## src/hdl/fbpb_pkg.sv

```systemverilog
package fbpb_pkg;

   localparam int COORD_BITS = 12;
   localparam int ADDR_BITS = 24;
   localparam int MAX_BPP = 4;
   localparam int CHAN_MAX = 8;
   localparam int WORD_BITS = 8 * MAX_BPP;
   localparam int BPP_BITS = 3;
   localparam int ALIGN_BITS = 9;
   localparam int XOFF_BITS = COORD_BITS + 1;
   localparam int POS_BITS = COORD_BITS + 3;
   localparam int XTERM_BITS = POS_BITS + BPP_BITS;
   localparam int CSR_DATA_BITS = 30;
   localparam int CSR_INDEX_BITS = 3;

   typedef logic [COORD_BITS-1:0] coord_type;
   typedef logic [ADDR_BITS-1:0] addr_type;
   typedef logic [WORD_BITS-1:0] word_type;

   typedef enum logic [CSR_INDEX_BITS-1:0] {
      REG_FB_RESOLUTION   = 3'd0,
      REG_LINE_STRIDE     = 3'd1,
      REG_BYTES_PER_PIXEL = 3'd2,
      REG_PAN_OFFSET      = 3'd3,
      REG_COLOR_FORMAT    = 3'd4,
      REG_ALIGN_FRACTION  = 3'd5,
      REG_REGION_SIZE     = 3'd6
   } csr_index_type;

   function automatic word_type pack_chan(input logic [7:0] value, input logic [4:0] len,
                                          input logic [4:0] off);
      logic [3:0] len_sat;
      word_type   shifted;
      len_sat = (len > 5'(CHAN_MAX)) ? 4'(CHAN_MAX) : len[3:0];
      shifted = word_type'(value) >> (4'(CHAN_MAX) - len_sat);
      return shifted << off;
   endfunction

endpackage

```

## src/hdl/framebuffer_pixel_blitter_unit.sv

```systemverilog
// Blits RGB888 source pixels, arriving one per request in row-major order, into
// a packed framebuffer as byte writes. A request can be taken in every cycle
// unless the pipeline stalls; a pixel outside the clipped region or with zero
// bytes_per_pixel is dropped, and a kept pixel produces bytes_per_pixel write
// responses, capped at 4, least significant byte first, one per cycle on the
// single-byte response port while rsp_tready is high, which sets the rate. A
// pixel's first byte follows the s1, s2 and output registers. Registers must be
// written only while the block is idle; the block has no check for this.
module framebuffer_pixel_blitter_unit (
   input  logic                             clock,
   input  logic                             reset,
   input  logic                             req_tvalid,
   output logic                             req_tready,
   input  logic [23:0]                      req_tdata,  // red_in, green_in, blue_in
   input  logic                             req_tuser,  // first_of_image
   output logic                             rsp_tvalid,
   input  logic                             rsp_tready,
   output logic [31:0]                      rsp_tdata,  // byte_address, byte_data
   output logic                             rsp_tlast,
   input  logic                             csr_we,
   input  logic [fbpb_pkg::CSR_INDEX_BITS-1:0] csr_index,
   input  logic [fbpb_pkg::CSR_DATA_BITS-1:0]  csr_data
);
   import fbpb_pkg::*;

   logic [23:0]          fb_resolution_ff;
   logic [15:0]          line_stride_ff;
   logic [BPP_BITS-1:0]  bytes_per_pixel_ff;
   logic [23:0]          pan_offset_ff;
   logic [29:0]          color_format_ff;
   logic [17:0]          align_fraction_ff;
   logic [23:0]          region_size_ff;

   coord_type            column_ff, column_in;
   coord_type            row_ff, row_in;

   logic [XOFF_BITS-1:0] xoff_ff, xoff_in;
   logic [XOFF_BITS-1:0] yoff_ff, yoff_in;

   logic                 s1_valid_ff;
   coord_type            s1_col_ff, s1_row_ff;
   logic [23:0]          s1_rgb_ff;
   logic [BPP_BITS-1:0]  s1_nb_ff;

   logic                 s2_valid_ff;
   logic [XTERM_BITS-1:0] s2_xterm_ff, s2_xterm_in;
   addr_type             s2_yterm_ff, s2_yterm_in;
   word_type             s2_word_ff, s2_word_in;
   logic [BPP_BITS-1:0]  s2_nb_ff;

   logic                 out_valid_ff;
   addr_type             out_addr_ff;
   word_type             out_word_ff;
   logic [BPP_BITS-1:0]  out_left_ff;

   coord_type            xres, yres, reg_w, reg_h, clip_w, clip_h;
   coord_type            cur_col, cur_row;
   logic [COORD_BITS:0]  col_next;
   logic [BPP_BITS-1:0]  nb_sat;
   logic                 keep;
   logic                 req_take, rsp_take;
   logic                 out_free, s2_free, s1_free;
   logic [POS_BITS-1:0]  xpos, ypos;
   logic [COORD_BITS+ALIGN_BITS-1:0] xprod, yprod;

   assign xres   = fb_resolution_ff[COORD_BITS-1:0];
   assign yres   = fb_resolution_ff[2*COORD_BITS-1:COORD_BITS];
   assign reg_w  = region_size_ff[COORD_BITS-1:0];
   assign reg_h  = region_size_ff[2*COORD_BITS-1:COORD_BITS];
   assign clip_w = (reg_w < xres) ? reg_w : xres;
   assign clip_h = (reg_h < yres) ? reg_h : yres;
   assign nb_sat = (bytes_per_pixel_ff > BPP_BITS'(MAX_BPP)) ? BPP_BITS'(MAX_BPP)
                                                             : bytes_per_pixel_ff;

   assign xprod   = (COORD_BITS+ALIGN_BITS)'(xres - clip_w) *
                    (COORD_BITS+ALIGN_BITS)'(align_fraction_ff[ALIGN_BITS-1:0]);
   assign yprod   = (COORD_BITS+ALIGN_BITS)'(yres - clip_h) *
                    (COORD_BITS+ALIGN_BITS)'(align_fraction_ff[2*ALIGN_BITS-1:ALIGN_BITS]);
   assign xoff_in = xprod[COORD_BITS+ALIGN_BITS-1:8];
   assign yoff_in = yprod[COORD_BITS+ALIGN_BITS-1:8];

   assign out_free   = !out_valid_ff || (rsp_tready && out_left_ff == BPP_BITS'(1));
   assign s2_free    = !s2_valid_ff || out_free;
   assign s1_free    = !s1_valid_ff || s2_free;
   assign req_tready = s1_free;
   assign req_take   = req_tvalid && req_tready;
   assign rsp_take   = rsp_tvalid && rsp_tready;

   always_comb begin
      cur_col = req_tuser ? '0 : column_ff;
      cur_row = req_tuser ? '0 : row_ff;
      col_next = {1'b0, cur_col} + (COORD_BITS+1)'(1);
      if (col_next >= {1'b0, reg_w}) begin
         column_in = '0;
         row_in    = cur_row + COORD_BITS'(1);
      end else begin
         column_in = col_next[COORD_BITS-1:0];
         row_in    = cur_row;
      end
      keep = (cur_col < clip_w) && (cur_row < clip_h) && (nb_sat != '0);
   end

   always_comb begin
      xpos = POS_BITS'(s1_col_ff) + POS_BITS'(pan_offset_ff[COORD_BITS-1:0]) +
             POS_BITS'(xoff_ff);
      ypos = POS_BITS'(s1_row_ff) + POS_BITS'(pan_offset_ff[2*COORD_BITS-1:COORD_BITS]) +
             POS_BITS'(yoff_ff);
      s2_xterm_in = XTERM_BITS'(xpos) * XTERM_BITS'(s1_nb_ff);
      s2_yterm_in = addr_type'(ypos) * addr_type'(line_stride_ff);
      s2_word_in  = pack_chan(s1_rgb_ff[7:0], color_format_ff[4:0], color_format_ff[9:5]) |
                    pack_chan(s1_rgb_ff[15:8], color_format_ff[14:10],
                              color_format_ff[19:15]) |
                    pack_chan(s1_rgb_ff[23:16], color_format_ff[24:20],
                              color_format_ff[29:25]);
   end

   assign rsp_tvalid = out_valid_ff;
   assign rsp_tdata  = {out_word_ff[7:0], out_addr_ff[23:0]};
   assign rsp_tlast  = out_left_ff == BPP_BITS'(1);

   always_ff @(posedge clock) begin
      xoff_ff <= xoff_in;
      yoff_ff <= yoff_in;
      if (reset) begin
         fb_resolution_ff   <= 24'd1966720;
         line_stride_ff     <= 16'd2560;
         bytes_per_pixel_ff <= BPP_BITS'(4);
         pan_offset_ff      <= '0;
         color_format_ff    <= 30'd8659464;
         align_fraction_ff  <= 18'd65664;
         region_size_ff     <= '0;
      end else if (csr_we) begin
         case (csr_index)
            REG_FB_RESOLUTION:   fb_resolution_ff   <= csr_data[23:0];
            REG_LINE_STRIDE:     line_stride_ff     <= csr_data[15:0];
            REG_BYTES_PER_PIXEL: bytes_per_pixel_ff <= csr_data[BPP_BITS-1:0];
            REG_PAN_OFFSET:      pan_offset_ff      <= csr_data[23:0];
            REG_COLOR_FORMAT:    color_format_ff    <= csr_data[29:0];
            REG_ALIGN_FRACTION:  align_fraction_ff  <= csr_data[17:0];
            REG_REGION_SIZE:     region_size_ff     <= csr_data[23:0];
            default: ;
         endcase
      end
   end

   always_ff @(posedge clock) begin
      if (reset) begin
         column_ff    <= '0;
         row_ff       <= '0;
         s1_valid_ff  <= 1'b0;
         s2_valid_ff  <= 1'b0;
         out_valid_ff <= 1'b0;
         out_left_ff  <= '0;
      end else begin
         if (req_take) begin
            column_ff <= column_in;
            row_ff    <= row_in;
         end

         if (s1_free) begin
            s1_valid_ff <= req_take && keep;
         end
         if (req_take) begin
            s1_col_ff <= cur_col;
            s1_row_ff <= cur_row;
            s1_rgb_ff <= req_tdata;
            s1_nb_ff  <= nb_sat;
         end

         if (s2_free) begin
            s2_valid_ff <= s1_valid_ff;
            s2_xterm_ff <= s2_xterm_in;
            s2_yterm_ff <= s2_yterm_in;
            s2_word_ff  <= s2_word_in;
            s2_nb_ff    <= s1_nb_ff;
         end

         if (out_free) begin
            out_valid_ff <= s2_valid_ff;
            out_addr_ff  <= addr_type'(s2_xterm_ff) + s2_yterm_ff;
            out_word_ff  <= s2_word_ff;
            out_left_ff  <= s2_nb_ff;
         end else if (rsp_take) begin
            out_addr_ff <= out_addr_ff + addr_type'(1);
            out_word_ff <= out_word_ff >> 8;
            out_left_ff <= out_left_ff - BPP_BITS'(1);
         end
      end
   end

endmodule

```

## config.mk

```make
export PLATFORM = sky130hd
export DESIGN_NAME = framebuffer_pixel_blitter_unit
export DESIGN_NICKNAME = d
export VERILOG_FILES = /design/src/hdl/fbpb_pkg.sv /design/src/hdl/framebuffer_pixel_blitter_unit.sv
export SDC_FILE = /design/constraint.sdc
export NUM_CORES = 2
export LEC_CHECK = 0
export ABC_AREA = 1
export BUFFER_PORTS_ARGS = -buffer_cell sky130_fd_sc_hd__buf_4
export CORE_UTILIZATION = 50
export CTS_CLUSTER_DIAMETER = 30
export CTS_CLUSTER_SIZE = 10
export DETAILED_ROUTE_END_ITERATION = 12
export GPL_TIMING_DRIVEN = 0
export PLACE_DENSITY = 0.66
export SYNTH_ARGS = -nofsm -noshare
export SYNTH_HDL_FRONTEND = slang
export SYNTH_SLANG_ARGS = --single-unit
```

## constraint.sdc

```tcl
create_clock -name clock -period 8.8 [get_ports clock]
set_input_delay 1.32 -clock clock [delete_from_list [all_inputs] [get_ports clock]]
set_output_delay 1.32 -clock clock [all_outputs]
set_load 0.1 [all_outputs]
```

======== Yosys cells after proc, flatten, opt, wreduce, memory -nomap -nowiden ========
Cells that the tools add are included.
cells by class
  add/subtract/negate cells ............... 14
  multipliers ............................. 4
  $lt $le $gt $ge ......................... 9
  equality and inequality tests ........... 7
  shift operators ......................... 6
  mux-type cells .......................... 16
  bitwise operators ....................... 3
  reduce and logical (&&, ||, !) cells .... 25
operators with widths
  cell                                                                             count
  32-bit by 5-bit << shifter with 32-bit output                                    3
  8-bit by 4-bit right shift with 32-bit output                                    3
  12-bit 2-to-1 mux                                                                6
  32-bit 2-to-1 mux                                                                2
  32-bit bitwise OR                                                                2
  12-bit < comparator                                                              4
  24-bit 2-to-1 mux                                                                2
  13-bit by 10-bit multiplier with 21-bit output                                   2
  13-bit by 13-bit adder with 14-bit output                                        2
  12-bit by 12-bit adder with 13-bit output                                        2
  12-bit by 12-bit subtractor with 13-bit output                                   2
  18-bit by 24-bit adder with 24-bit output                                        1
  24-bit by 1-bit adder with 24-bit output, second input constant                  1
  14-bit by 16-bit multiplier with 24-bit output                                   1
  2-bit AND reduction                                                              10
  14-bit by 3-bit multiplier with 17-bit output                                    1
  5-bit by 4-bit greater-than comparator with 1-bit output, second input constant  3
  12-bit by 1-bit adder with 13-bit output, second input constant                  1
  13-bit by 12-bit >= comparator with 1-bit output                                 1
  12-bit by 1-bit adder with 12-bit output, second input constant                  1
  4-bit 2-to-1 mux                                                                 3
  4-bit subtractor, first input constant                                           3
  3-bit == test, second input constant                                             3
  3-bit 2-to-1 mux                                                                 3
  11 further kinds                                                                 22
word-level totals
  register bits after elaboration ......... 379
  input bits .............................. 63
  output and inout bits ................... 35
  logic and storage cells ................. 109

======== Longest topological paths before layout ========
  word-level depth ........................ 7
  gate-level depth with buffers ........... 42
  mapped depth without buffers ............ 41

======== Worst setup path before layout ========
OpenSTA, ideal clock, no wires.
  path type ............................... register to register
  from .................................... register fb_resolution_ff[18]
  to ...................................... register yoff_ff[11]
  library setup time ...................... 72 ps
  data arrival time ....................... 7423 ps
  path slack .............................. 1306 ps
  stages on the path, launching flop included .. 40
  buffers on the path ..................... 2
  cell sequence ........................... dfxtp_1 > inv_1 > ha_1 > nand2_1 > inv_1 > nand2_1 > nand2_1 > a21oi_4 > nand2_4 > buf_2 > clkbuf_1 > o21ai_0 > ha_1 > a21oi_1 > a21oi_2 > nand2_1 > nand2_1 > a21oi_1 > (+4 left out) > fa_1 > inv_1 > fa_1 > inv_1 > fa_1 > inv_1 > fa_1 > inv_1 > fa_1 > inv_1 > ha_1 > nand2_1 > nor4_1 > a21oi_1 > o21bai_1 > a21boi_0 > o31ai_1 > xor2_1
on the way
  cells in the longest elaborated chain, start to end .. 4
ends and longest elaborated chain
  element                                           line                                   text
  from (decl)                                       framebuffer_pixel_blitter_unit.sv:26   logic [23:0] fb_resolution_ff;
  from (signal assigned)                            framebuffer_pixel_blitter_unit.sv:134  REG_FB_RESOLUTION: fb_resolution_ff <= csr_data[23:0];
  12-bit < comparator                               framebuffer_pixel_blitter_unit.sv:71   assign clip_h = (reg_h < yres) ? reg_h : yres;
  12-bit 2-to-1 mux                                 framebuffer_pixel_blitter_unit.sv:71
  12-bit by 12-bit subtractor with 13-bit output *  framebuffer_pixel_blitter_unit.sv:77   assign yprod = (COORD_BITS+ALIGN_BITS)'(yres - clip_h) *
  13-bit by 10-bit multiplier with 21-bit output *  framebuffer_pixel_blitter_unit.sv:77
  via yprod[19]                                     framebuffer_pixel_blitter_unit.sv:64   logic [COORD_BITS+ALIGN_BITS-1:0] xprod, yprod;
  to (signal assigned)                              framebuffer_pixel_blitter_unit.sv:123  yoff_ff <= yoff_in;
  to (decl)                                         framebuffer_pixel_blitter_unit.sv:38   logic [XOFF_BITS-1:0] yoff_ff, yoff_in;
Mark *: on every way through the listed nets, which the timed path passes. The rest lies on a longest branch.
A chain may end at the register's enable or synchronous reset.

======== Worst setup path after layout ========
  from .................................... register fb_resolution_ff[23]
  to ...................................... register yoff_ff[11]
Same word-level chain as after synthesis.

==> results.md <==
- Max-slew violations: 0
- Core area: 0.0746 mm²
- Post-route cell area: 0.0430 mm²
- Crit. End Element: flip-flop
- Fin Clk Skew: 0.0368 ns
- Clock Latency Late Sink: 0.65 ns
- Worst hold-check path type: flip-flop to flip-flop
- H-tree depth: 3
- Syn Nets: 5,548
- Drt via density: 5.36
- Ant diodes: 0
- Min-delay src: row_ff[11]
- Post-synthesis average cell area: 7.83 µm²
- MaxCap Viol Count: 0
- FMAX: 121 MHz
- Asr flop ratio synth: 0%
- Distinct cells, synth: 62
- Nature of the critical path startpoint: flip-flop
- Antenna violations before repair: 4
- Synth Register Bits: 378
- Initial core utilization: 50.6%
- Crit-path leading delay family: adder cells
- Worst Max-Slew Pin Slew: 1.00 ns
- Stages on worst setup path: 37
- Total grt overflow: 0
- Ranking of synthesized cells by area: fa_1 (20%), edfxtp_1 (15%), dfxtp_1 (10%)
- Top_reg_cell synth: dfxtp_1
- Starting DRT DRC Count: 2,643
- Ports: 98
- Area grow syn2layout: 13.8%
- WL final: 107 mm
- R2R cell count: 37
- Average wire per standard cell: 17.7 µm
- Area leader, netlist: fa_1
- Most frequent cells in the layout: nand2_1 (961), inv_1 (886), fa_1 (379)
- Dpl ws: -0.198 ns
- Post-synth EDFFs: 183
- First-pass GRT wire length: 171 mm
- P_sw: 7.84 mW
- All-Layer GR Usage: 28.1%
- CTS Buffer Depth: 3
- CP Class: flip-flop to flip-flop
- Synth warn: 0
- Mapped Cells: 4,823
- Final ANT Viol Nets: 0
- Required time worst endpoint: 9.30 ns
- Sink Count: 378
- Fin nets: 5,736
- Buffers on Ports: 96
- Vias in the first global route: 31,668
- Mapped Area: 0.0377 mm²
- Reg power frac: 16.8%
- Int Power: 8.60 mW
- Die area: 0.0766 mm²
- Crit-path max cell delay: 0.57 ns
- Worst r2r src: fb_resolution_ff[23]
- CTS Root Cell: clkbuf_16
- Worst path slowest cell: fa_1
- Hold path endpoint: row_ff[11]
- Part of the cycle the worst path needs: 94.2%
- Critical path peak fanout: 22
- Endpoints failing setup: 0
- Post-DP HPWL: 86.4 mm
- Slack of the critical path: 0.506 ns
- Switching Share: 47.7%
- Max-slew headroom: 33.1%
- Post-CTS setup repair buffer count: 0
- Power density over the cells: 383 mW/mm²
- Leak pwr: 20.7 nW
- Reg clk slew, reported paths: 0.05 ns
- Commonest non-fill, non-tap cell in the layout: nand2_1
- CP Buf/Inv Count: 7
- TritonCTS Buffers: 89
- Unrepaired setup endpoints after global routing: false
- Maximum vdd drop: 0.423 mV
- CTS tree: done
- Status: finished, final reports clean
- Reg2reg end: yoff_ff[11]
- Drt first pass iters: 7
- DIE WIDTH: 277 µm
- Share of cells above drive strength 1: 7.67%
- Clock share of power: 20.8%
- Via Count: 32,465
- Residual DRC: 0
- Final min period: 8.29 ns
- Final-report hold violation count: 0
- Yosys top cell area share: 20.2%
- Gpl congestion: 0.964
- Worst hold stages: 2
- Overall die height: 277 µm
- # rows: 100
- R2R setup slack: 0.51 ns
- Dpl cell area: 0.0398 mm²
- Critical Path AT: 8.79 ns
- Pin count of the biggest net entering global routing: 77
- Register area share after synthesis: 24.9%
- Logic pwr share: 62.4%
metrics by stage:
step	cells	setup TNS [ns]	power, mW	util, %	hold WS [ns]
after detailed placement	5891	-0.238	12.9	53.3	0.457
final	6056	0	16.4	57.6	0.465
after floorplan	4823	0	10.6	-	0.441
after global routing	6056	0	18.0	57.6	0.477
after CTS	6057	0	16.4	57.6	0.465
after global placement	5888	-0.244	12.8	53.2	0.451
power groups by stage:
| stage | Clock (mW) | Combinational (mW) | Sequential (mW) |
|---|---|---|---|
| 6_report | 3.41 | 10.3 | 2.76 |
| 5_1_grt | 3.54 | 11.7 | 2.79 |
| 3_5_place_dp | 0 | 10.2 | 2.80 |
| 3_3_place_gp | 0 | 10.0 | 2.80 |
| 2_1_floorplan | 0 | 7.48 | 3.09 |
| 4_1_cts | 3.45 | 10.2 | 2.77 |
cells by family (layout without fill, tap and decap cells):
| logic type | count (synthesis) | after routing | share of synthesized area (%) |
|---|---|---|---|
| fa+ha+maj | 662 | 662 | 29.5 |
| simple gates | 1862 | 1862 | 21.3 |
| buf+inv | 1072 | 1336 | 10.8 |
| flops | 378 | 378 | 24.9 |
| compound gates | 722 | 722 | 10.5 |
| mux | 1 | 1 | 0.0265 |
| xor+xnor | 126 | 126 | 3.03 |
synth_stat cells, types with 18 or more instances:
master and n:
a21oi_1 296, clkbuf_1 130, dfxtp_1 195, edfxtp_1 183, fa_1 380, ha_1 282, inv_1 887, nand2_1 961
nand3_1 321, nand4_1 58, nor2_1 358, nor3_1 48, o211ai_1 42, o21ai_0 290, o21bai_1 18, or2_2 29
xnor2_1 36, xor2_1 86
repair_timing:
action | 4_1_cts | 5_1_grt
resized for setup | 1 | 12
pin swaps | 0 | 1
gates cloned | 0 | 0
hold buffers | 0 | 0
setup endpoints to repair | 2 | 7
sequential cells by signal (all words and copies together), names as in the netlist, 13 cells and up:
register	flops
s2_xterm_ff	17
yoff_ff	13
s1_rgb_ff	24
region_size_ff	24
out_word_ff	32
pan_offset_ff	24
s2_yterm_ff	24
line_stride_ff	16
color_format_ff	30
fb_resolution_ff	24
out_addr_ff	24
align_fraction_ff	18
s2_word_ff	32
xoff_ff	13
metal layers:
| layer | global-route usage [%] | up-vias | wire, µm |
|---|---|---|---|
| met2 | 44.8 | 1083 | 47700 |
| met1 | 38.7 | 15383 | 47700 |
| met4 | 9.34 | 4 | 3510 |
| met3 | 5.06 | 198 | 8070 |
| li1 | - | 15797 | - |
| met5 | 0 | - | 31 |
final cells by class:
class,count,area (µm²)
multi-input cells,3373,24300
repair buffers,99,796
well taps,969,1210
inverters,913,3430
flip-flops and latches,378,9400
clock buffers,113,2470
fillers,7023,31600
plain buffers,157,641
clock inverters,54,703
worst reg2reg max path: cells and delay by family, from the launching register on:
kind / cells / cell delay (ns)
flip-flops: 1 / 0.37
XOR/XNOR: 1 / 0.16
adder cells (fa/ha/maj): 9 / 3.83
buffers and inverters: 7 / 0.58
AO/OA/AOI/OAI: 8 / 1.62
AND/OR/NAND/NOR: 12 / 1.59
how the worst max path moves through the flow:
stage	from	end	slack (ns)
2_1_floorplan	fb_resolution_ff[18]	yoff_ff[11]	1.31
3_3_place_gp	fb_resolution_ff[23]	yoff_ff[12]	-0.21
3_5_place_dp	fb_resolution_ff[23]	yoff_ff[12]	-0.20
4_1_cts	fb_resolution_ff[11]	xoff_ff[11]	0.02
5_1_grt	fb_resolution_ff[7]	xoff_ff[11]	0.006
6_report	fb_resolution_ff[23]	yoff_ff[11]	0.51
No activity file was read; power rests on OpenSTA's default activity.
